--- config.mk ---
export PLATFORM = sky130hd
export DESIGN_NAME = line_sensor_scan_sequencer_unit_flat
export DESIGN_NICKNAME = d
export VERILOG_FILES = /design/src/design/lsss_pkg.sv /design/src/design/lsss_if.sv /design/src/design/lsss_step.sv /design/src/design/line_sensor_scan_sequencer_unit.sv /design/src/flat_wrapper.sv
export SDC_FILE = /design/constraint.sdc
export NUM_CORES = 1
export LEC_CHECK = 0
export BUFFER_PORTS_ARGS = -buffer_cell sky130_fd_sc_hd__buf_4
export CAP_MARGIN = 15
export CORE_ASPECT_RATIO = 2
export CORE_UTILIZATION = 43
export DETAILED_ROUTE_END_ITERATION = 10
export HOLD_SLACK_MARGIN = 0.03
export PLACE_DENSITY = 0.76
export SKIP_CTS_REPAIR_TIMING = 1
export SLEW_MARGIN = 25
export SYNTH_ARGS = -nofsm -noshare
export SYNTH_HDL_FRONTEND = slang
export SYNTH_SLANG_ARGS = --single-unit
--- constraint.sdc ---
create_clock -name clock -period 2.4 [get_ports clock]
set_input_delay 0.48 -clock clock [delete_from_list [all_inputs] [get_ports clock]]
set_output_delay 0.48 -clock clock [all_outputs]
set_load 0.1 [all_outputs]
--- src/design/lsss_pkg.sv ---
package lsss_pkg;

   localparam int SampleWidth  = 12;
   localparam int StepWidth    = 6;
   localparam int LedCount     = 5;
   localparam int ChanWidth    = 4;
   localparam int IndexWidth   = 4;
   localparam int SensorCount  = 8;

   localparam logic [LedCount-1:0]  LedsOff     = '1;
   localparam logic [StepWidth-1:0] LastSensor  = 6'd31;
   localparam logic [StepWidth-1:0] StepCurrent = 6'd32;
   localparam logic [StepWidth-1:0] StepVoltage = 6'd33;
   localparam logic [StepWidth-1:0] LastStep    = 6'd34;

   localparam logic [ChanWidth-1:0] ChRestart   = 4'd0;
   localparam logic [ChanWidth-1:0] ChTopSensor = 4'd7;
   localparam logic [ChanWidth-1:0] ChCurrent   = 4'd8;
   localparam logic [ChanWidth-1:0] ChVoltage   = 4'd9;
   localparam logic [ChanWidth-1:0] ChCharge    = 4'd10;

   localparam logic [IndexWidth-1:0] IdxNone    = 4'd0;
   localparam logic [IndexWidth-1:0] IdxCurrent = 4'd8;
   localparam logic [IndexWidth-1:0] IdxVoltage = 4'd9;
   localparam logic [IndexWidth-1:0] IdxCharge  = 4'd10;

   typedef enum logic [1:0] {
      PH_SETTLE_DARK  = 2'd0,
      PH_READ_DARK    = 2'd1,
      PH_SETTLE_LIT   = 2'd2,
      PH_READ_LIT     = 2'd3
   } phase_type;

   typedef struct packed {
      logic [StepWidth-1:0]   scan_step;
      logic [SampleWidth-1:0] dark_level;
      logic [LedCount-1:0]    led_pattern;
   } state_type;

   typedef struct packed {
      logic [ChanWidth-1:0]   next_channel;
      logic [LedCount-1:0]    led_drive_n;
      logic                   value_valid;
      logic [IndexWidth-1:0]  value_index;
      logic [SampleWidth-1:0] value;
   } result_type;

   typedef logic [2:0] led_num_type;

   function automatic led_num_type sensor_led(input logic [2:0] sensor);
      led_num_type led;
      unique case (sensor)
         3'd0:         led = 3'd4;
         3'd1, 3'd2:   led = 3'd3;
         3'd3, 3'd4:   led = 3'd2;
         3'd5, 3'd6:   led = 3'd1;
         default:      led = 3'd0;
      endcase
      return led;
   endfunction

endpackage

--- src/design/lsss_if.sv ---
interface lsss_req_if;
   logic                              valid;
   logic                              ready;
   logic [lsss_pkg::SampleWidth-1:0]  sample;

   modport source (output valid, output sample, input ready);
   modport sink   (input valid, input sample, output ready);
endinterface

interface lsss_rsp_if;
   logic                              valid;
   logic                              ready;
   logic [lsss_pkg::ChanWidth-1:0]    next_channel;
   logic [lsss_pkg::LedCount-1:0]     led_drive_n;
   logic                              value_valid;
   logic [lsss_pkg::IndexWidth-1:0]   value_index;
   logic [lsss_pkg::SampleWidth-1:0]  value;

   modport source (output valid, output next_channel, output led_drive_n,
                   output value_valid, output value_index, output value,
                   input ready);
   modport sink   (input valid, input next_channel, input led_drive_n,
                   input value_valid, input value_index, input value,
                   output ready);
endinterface

--- src/design/lsss_step.sv ---
module lsss_step (
   input  lsss_pkg::state_type                   state_cur,
   input  logic [lsss_pkg::SampleWidth-1:0]      sample,
   output lsss_pkg::state_type                   state_nxt,
   output lsss_pkg::result_type                  result
);
   import lsss_pkg::*;

   logic [StepWidth-1:0] step;
   logic [2:0]           sensor;
   phase_type            phase;
   led_num_type          led;
   logic [StepWidth-1:0] step_inc;
   logic [ChanWidth-1:0] sensor_chan;
   logic [SampleWidth-1:0] lit_minus_dark;

   assign step           = state_cur.scan_step;
   assign sensor         = step[4:2];
   assign phase          = phase_type'(step[1:0]);
   assign led            = sensor_led(sensor);
   assign step_inc       = step + 6'd1;
   assign sensor_chan    = ChTopSensor - {1'b0, step_inc[5:3]};
   assign lit_minus_dark = (sample > state_cur.dark_level) ?
                           (sample - state_cur.dark_level) : '0;

   always_comb begin
      state_nxt          = state_cur;
      result             = '0;
      result.value_index = IdxNone;
      if (step <= LastSensor) begin
         unique case (phase)
            PH_SETTLE_DARK: begin
               if (step == '0) begin
                  state_nxt.led_pattern = LedsOff;
               end
            end
            PH_READ_DARK: begin
               state_nxt.dark_level  = sample;
               state_nxt.led_pattern = state_cur.led_pattern
                                       & ~(LedCount'(1) << led);
            end
            PH_SETTLE_LIT: begin
            end
            PH_READ_LIT: begin
               state_nxt.led_pattern = LedsOff;
               result.value_valid    = 1'b1;
               result.value_index    = {1'b0, sensor};
               result.value          = lit_minus_dark;
            end
            default: begin
            end
         endcase
         result.next_channel = (step == LastSensor) ? ChCurrent : sensor_chan;
         state_nxt.scan_step = step_inc;
      end else begin
         unique case (step)
            StepCurrent: begin
               result.value_valid  = 1'b1;
               result.value_index  = IdxCurrent;
               result.value        = sample;
               result.next_channel = ChVoltage;
               state_nxt.scan_step = StepVoltage;
            end
            StepVoltage: begin
               result.value_valid  = 1'b1;
               result.value_index  = IdxVoltage;
               result.value        = sample;
               result.next_channel = ChCharge;
               state_nxt.scan_step = LastStep;
            end
            LastStep: begin
               result.value_valid    = 1'b1;
               result.value_index    = IdxCharge;
               result.value          = sample;
               result.next_channel   = ChRestart;
               state_nxt.led_pattern = LedsOff;
               state_nxt.scan_step   = '0;
            end
            default: begin
               result.next_channel   = ChRestart;
               state_nxt.led_pattern = LedsOff;
               state_nxt.scan_step   = '0;
            end
         endcase
      end
      result.led_drive_n = state_nxt.led_pattern;
   end

endmodule

--- src/design/line_sensor_scan_sequencer_unit.sv ---
// Line sensor scan sequencer.
// req_ch carries one finished converter sample per transfer; rsp_ch returns
// exactly one result per sample: the converter channel to sample next, the
// active-low drive of the five infrared LEDs, and any measurement captured.
// A scan runs 35 steps: four per line sensor (settle, dark read that turns one LED
// on, settle, bright read giving bright minus dark floored at zero), then
// current, voltage and charge status. A step outside the scan restarts it.
// Latency: the result of a sample is presented in the cycle after its
// transfer, from the result register.
// Throughput: one sample per cycle unless rsp_ch stalls; the step logic is a
// table lookup and one 12-bit subtract between state and result registers.
// Stall: while a result waits on rsp_ch, req_ch stays ready only when the
// receiver takes that result in the same cycle, so the result register
// holds until it is transferred.
// Reset (synchronous): scan restarts at step 0, dark level 0, LEDs off,
// result register empty.
module line_sensor_scan_sequencer_unit #(
   parameter int SAMPLE_BITS = 12
) (
   input  logic        clock,
   input  logic        reset,
   lsss_req_if.sink    req_ch,
   lsss_rsp_if.source  rsp_ch
);
   import lsss_pkg::*;

   localparam int UsedBits = (SAMPLE_BITS < SampleWidth) ? SAMPLE_BITS : SampleWidth;
   localparam logic [SampleWidth-1:0] SampleMask = SampleWidth'((64'd1 << UsedBits) - 64'd1);

   state_type  state_ff;
   state_type  state_in;
   result_type rsp_ff;
   result_type rsp_in;
   logic       rsp_valid_ff;
   logic       accept;
   logic [SampleWidth-1:0] sample_used;

   assign req_ch.ready = !rsp_valid_ff || rsp_ch.ready;
   assign accept       = req_ch.valid && req_ch.ready;
   assign sample_used  = req_ch.sample & SampleMask;

   lsss_step u_step (
      .state_cur (state_ff),
      .sample    (sample_used),
      .state_nxt (state_in),
      .result    (rsp_in)
   );

   always_ff @(posedge clock) begin
      if (reset) begin
         state_ff.scan_step   <= '0;
         state_ff.dark_level  <= '0;
         state_ff.led_pattern <= LedsOff;
         rsp_valid_ff         <= 1'b0;
      end else begin
         if (accept) begin
            state_ff     <= state_in;
            rsp_valid_ff <= 1'b1;
         end else if (rsp_ch.ready) begin
            rsp_valid_ff <= 1'b0;
         end
      end
   end

   always_ff @(posedge clock) begin
      if (accept) begin
         rsp_ff <= rsp_in;
      end
   end

   assign rsp_ch.valid        = rsp_valid_ff;
   assign rsp_ch.next_channel = rsp_ff.next_channel;
   assign rsp_ch.led_drive_n  = rsp_ff.led_drive_n;
   assign rsp_ch.value_valid  = rsp_ff.value_valid;
   assign rsp_ch.value_index  = rsp_ff.value_index;
   assign rsp_ch.value        = rsp_ff.value;

endmodule

--- src/flat_wrapper.sv ---
// flat-port wrapper written by rule: the top's interface ports become plain ports
module line_sensor_scan_sequencer_unit_flat import lsss_pkg::*;
#(
   parameter int SAMPLE_BITS = 12
)
  (clock, reset, req_ch_valid, req_ch_sample, req_ch_ready, rsp_ch_valid, rsp_ch_next_channel, rsp_ch_led_drive_n, rsp_ch_value_valid, rsp_ch_value_index, rsp_ch_value, rsp_ch_ready);
  lsss_req_if req_ch_i ();
  lsss_rsp_if rsp_ch_i ();
  input  logic clock;
  input  logic reset;
  input wire logic [$bits(req_ch_i.valid)-1:0] req_ch_valid;
  input wire logic [$bits(req_ch_i.sample)-1:0] req_ch_sample;
  output wire logic [$bits(req_ch_i.ready)-1:0] req_ch_ready;
  output wire logic [$bits(rsp_ch_i.valid)-1:0] rsp_ch_valid;
  output wire logic [$bits(rsp_ch_i.next_channel)-1:0] rsp_ch_next_channel;
  output wire logic [$bits(rsp_ch_i.led_drive_n)-1:0] rsp_ch_led_drive_n;
  output wire logic [$bits(rsp_ch_i.value_valid)-1:0] rsp_ch_value_valid;
  output wire logic [$bits(rsp_ch_i.value_index)-1:0] rsp_ch_value_index;
  output wire logic [$bits(rsp_ch_i.value)-1:0] rsp_ch_value;
  input wire logic [$bits(rsp_ch_i.ready)-1:0] rsp_ch_ready;
  assign req_ch_i.valid = req_ch_valid;
  assign req_ch_i.sample = req_ch_sample;
  assign req_ch_ready = req_ch_i.ready;
  assign rsp_ch_valid = rsp_ch_i.valid;
  assign rsp_ch_next_channel = rsp_ch_i.next_channel;
  assign rsp_ch_led_drive_n = rsp_ch_i.led_drive_n;
  assign rsp_ch_value_valid = rsp_ch_i.value_valid;
  assign rsp_ch_value_index = rsp_ch_i.value_index;
  assign rsp_ch_value = rsp_ch_i.value;
  assign rsp_ch_i.ready = rsp_ch_ready;
  line_sensor_scan_sequencer_unit #(.SAMPLE_BITS(SAMPLE_BITS)) u_core (.clock(clock), .reset(reset), .req_ch(req_ch_i), .rsp_ch(rsp_ch_i));
endmodule
==> qor.yml <==
outcome:
  status: "completed"
logic_synthesis:
  ys.flop_type: "edfxtp_1"
  synthCells: 299
  ys_types: 48
  netlist_area_mm2: 0.00275
  synth_top_cell_by_area: "edfxtp_1"
  synth_edf_count: 26
  synth_xor_xnor_area_share: 0.0223
  ys_seq_elements: 50
  synth_top_family_by_area: "compound AO/OA/AOI/OAI gates"
  synth_mux_area_frac: 0
  async_reset_ff_frac: 0
  synth_compound_area_frac: 0.213
  yosysSeqAreaShare: 0.459
  ys_top_cells_by_area: "edfxtp_1, dfxtp_1, ha_1"
  synth_top_cell_area_share: 0.284
  ys_warn_count: 0
  syn_nets: 334
  synth_fa_ha_area_frac: 0.0893
  synthSimpleGateAreaFrac: 0.161
  avgSynthCellArea_um2: 9.19
timing:
  tightest_slew_ns: 0.652
  rsz0062_at_grt: "true"
  hold_violations: 0
  max-slew-margin-rel: 0.564
  finalMaxSlewViolations: 0
  finalSetupViolCount: 0
  skew_ns: 0.00434
  timing.hold.ws_ns: 0.422
  maxClockFrequency_mhz: 436
  period_needed_ns: 2.29
  finalCritPeriodShare: 0.956
floorplanning:
  rows: 40
  dieHeight_um: 115
  dieArea_mm2: 0.00673
  die_w_um: 58.5
  coreArea_mm2: 0.00611
  initial_core_util: 0.450
  ios: 44
global_route:
  grt_pass1_vias: 2438
  grt_pass1_wl_um: 11000
  grtUsageTotal: 0.220
  grt-ovfl-total: 0
  grt_max_degree: 26
  antenna_found_initial: 0
worst_setup_path:
  cp_max_fo: 5
  crit_top_cell: "inv_1"
  crit_path_top_delay_cell: "fa_1"
  crit_chain: "buf_4 > inv_1 > ha_1 > inv_1 > fa_1 > nand3_1 > a21oi_1 > nor3_1 > o21ai_1 > o311a_1 > a32o_1"
  critPathBufInv: 3
  cp.depth: 11
  r2r-start: "u_core.state_ff[5]"
  crit_start: "req_ch_sample[0]"
  worstSetupEndpointType: "register"
  worstPathArrival_ns: 2.34
  r2r_cells: 9
  cp_top_family: "compound AO/OA/AOI/OAI gates"
  critical_path.startpoint_type: "primary input"
  path_class: "in2reg"
  crit_required_ns: 2.45
  cpPeakStageDelay_ns: 0.40
drt:
  ant_nets: 0
  viasPerCell: 5.36
  vias: 2352
  wl_per_cell_um: 15.4
  post-route-drc-count: 0
  drtIter0Drc: 68
  drtPass1Iterations: 4
  wl_um: 6780
final_layout:
  layout_commonest_cell: "buf_4"
  diodes: 0
  final_net_count: 389
  area_delta_synth_final_pct: 26.4
  post-route-util: 0.569
  drive_above_1_share: 0.228
  post-route-cell-area_mm2: 0.00347
  layout_common_cells: "buf_4, nand2_1, a21oi_1, edfxtp_1, inv_1"
  nFillCells: 568
clocking:
  cts.clk_slew.worst_paths_ns: 0.07
  cts_max_path_buffers: 2
  clock-root-buffer: "clkbuf_16"
  cts_buffers: 5
  clock_latency_ns: 0.30
  cts_tree: "built"
  cts.sinks: 50
  h-tree-depth: 2
hold_path:
  hold_class: "in2reg"
  worstHoldStart: "req_ch_valid"
  hold_depth: 3
job:
  maxCapViolations: 0
pwr:
  power_frac_seq: 0.378
  ir_drop_v: 0.000475
  clockPowerShare: 0.364
  combinationalPowerShare: 0.258
  power.internal_mw: 1.78
  cellPowerDensity_mw_per_mm2: 752
  swShare: 0.317
  p_sw_mw: 0.827
  power_mw: 2.61
  p_leak_nw: 1.37
place:
  portBuffers: 43
  place_congestion: 0.908
  place_area_mm2: 0.00326
  dp_hpwl_um: 5080
metal layers:
layer  wire [um]  track usage
met5           0            0
met3         158       0.0337
met1        2350        0.200
met2        4040        0.428
met4         235        0.138
metrics by stage:
step                TNS, ns  setup slack [ns]  std cells
finish                    0             0.107        439
global route        -0.0742           -0.0291        439
CTS                       0            0.0216        439
detailed placement    -2.18            -0.259        431
global placement      -1.51            -0.178        431
floorplan                 0             0.154        299
kinds of logic (layout without fill, tap and decap cells):
| group | Yosys count | count (layout) |
|---|---|---|
| AND/OR/NAND/NOR | 95 | 95 |
| AO/OA/AOI/OAI | 90 | 90 |
| flip-flops | 50 | 50 |
| buffers and inverters | 38 | 94 |
| adder cells (fa/ha/maj) | 19 | 19 |
| XOR/XNOR | 7 | 7 |
cell usage after synthesis, types with 4 or more instances:
cell type / count
xnor2_1: 4
inv_1: 25
ha_1: 18
nand2_1: 46
a21oi_1: 34
nand3_1: 5
o21ai_0: 16
nor3_1: 6
edfxtp_1: 26
clkbuf_1: 9
a22o_1: 4
o31ai_1: 5
dfxtp_1: 24
a21o_1: 7
nor2_1: 20
nand2b_1: 5
power by group through the flow:
| stage | clock network (mW) | logic, mW | registers (mW) |
|---|---|---|---|
| floorplan | 0 | 0.252 | 1.25 |
| global route | 0.985 | 0.716 | 0.995 |
| CTS | 0.954 | 0.671 | 0.990 |
| finish | 0.950 | 0.674 | 0.988 |
| detailed placement | 0 | 0.669 | 1.01 |
| global placement | 0 | 0.659 | 1.01 |
path summary, 6_finish.rpt:
kind	endpoint	slack (ns)
max reg2reg	u_core.rsp_ch.value[8]	0.11
min reg2reg	u_core.state_ff[12]	0.46
max	u_core.rsp_ch.value[8]	0.11
min	u_core.rsp_ch.valid	0.42
sequential cells by signal, summed over array words and instances, names as in the netlist:
name	count
u_core.rsp_ch.value_valid	1
u_core.rsp_ch.led_drive_n	5
u_core.rsp_ch.value	12
u_core.state_ff	23
u_core.rsp_ch.value_index	4
u_core.rsp_ch.next_channel	4
u_core.rsp_ch.valid	1
worst min-delay path: stages:
cell	delay [ns]
buf_4	0.11
inv_1	0.04
a21oi_1	0.04
layout make-up:
class	instances	area (um2)	share of cell area
Timing Repair Buffer	60	450	0.130
Clock inverter	2	60.1	0.0173
Clock buffer	6	139	0.0400
Inverter	26	98.8	0.0285
Multi-Input combinational cell	211	1350	0.390
Tap cell	84	105	0.0303
Sequential cell	50	1260	0.364
No activity file was read; power rests on OpenSTA's default activity.
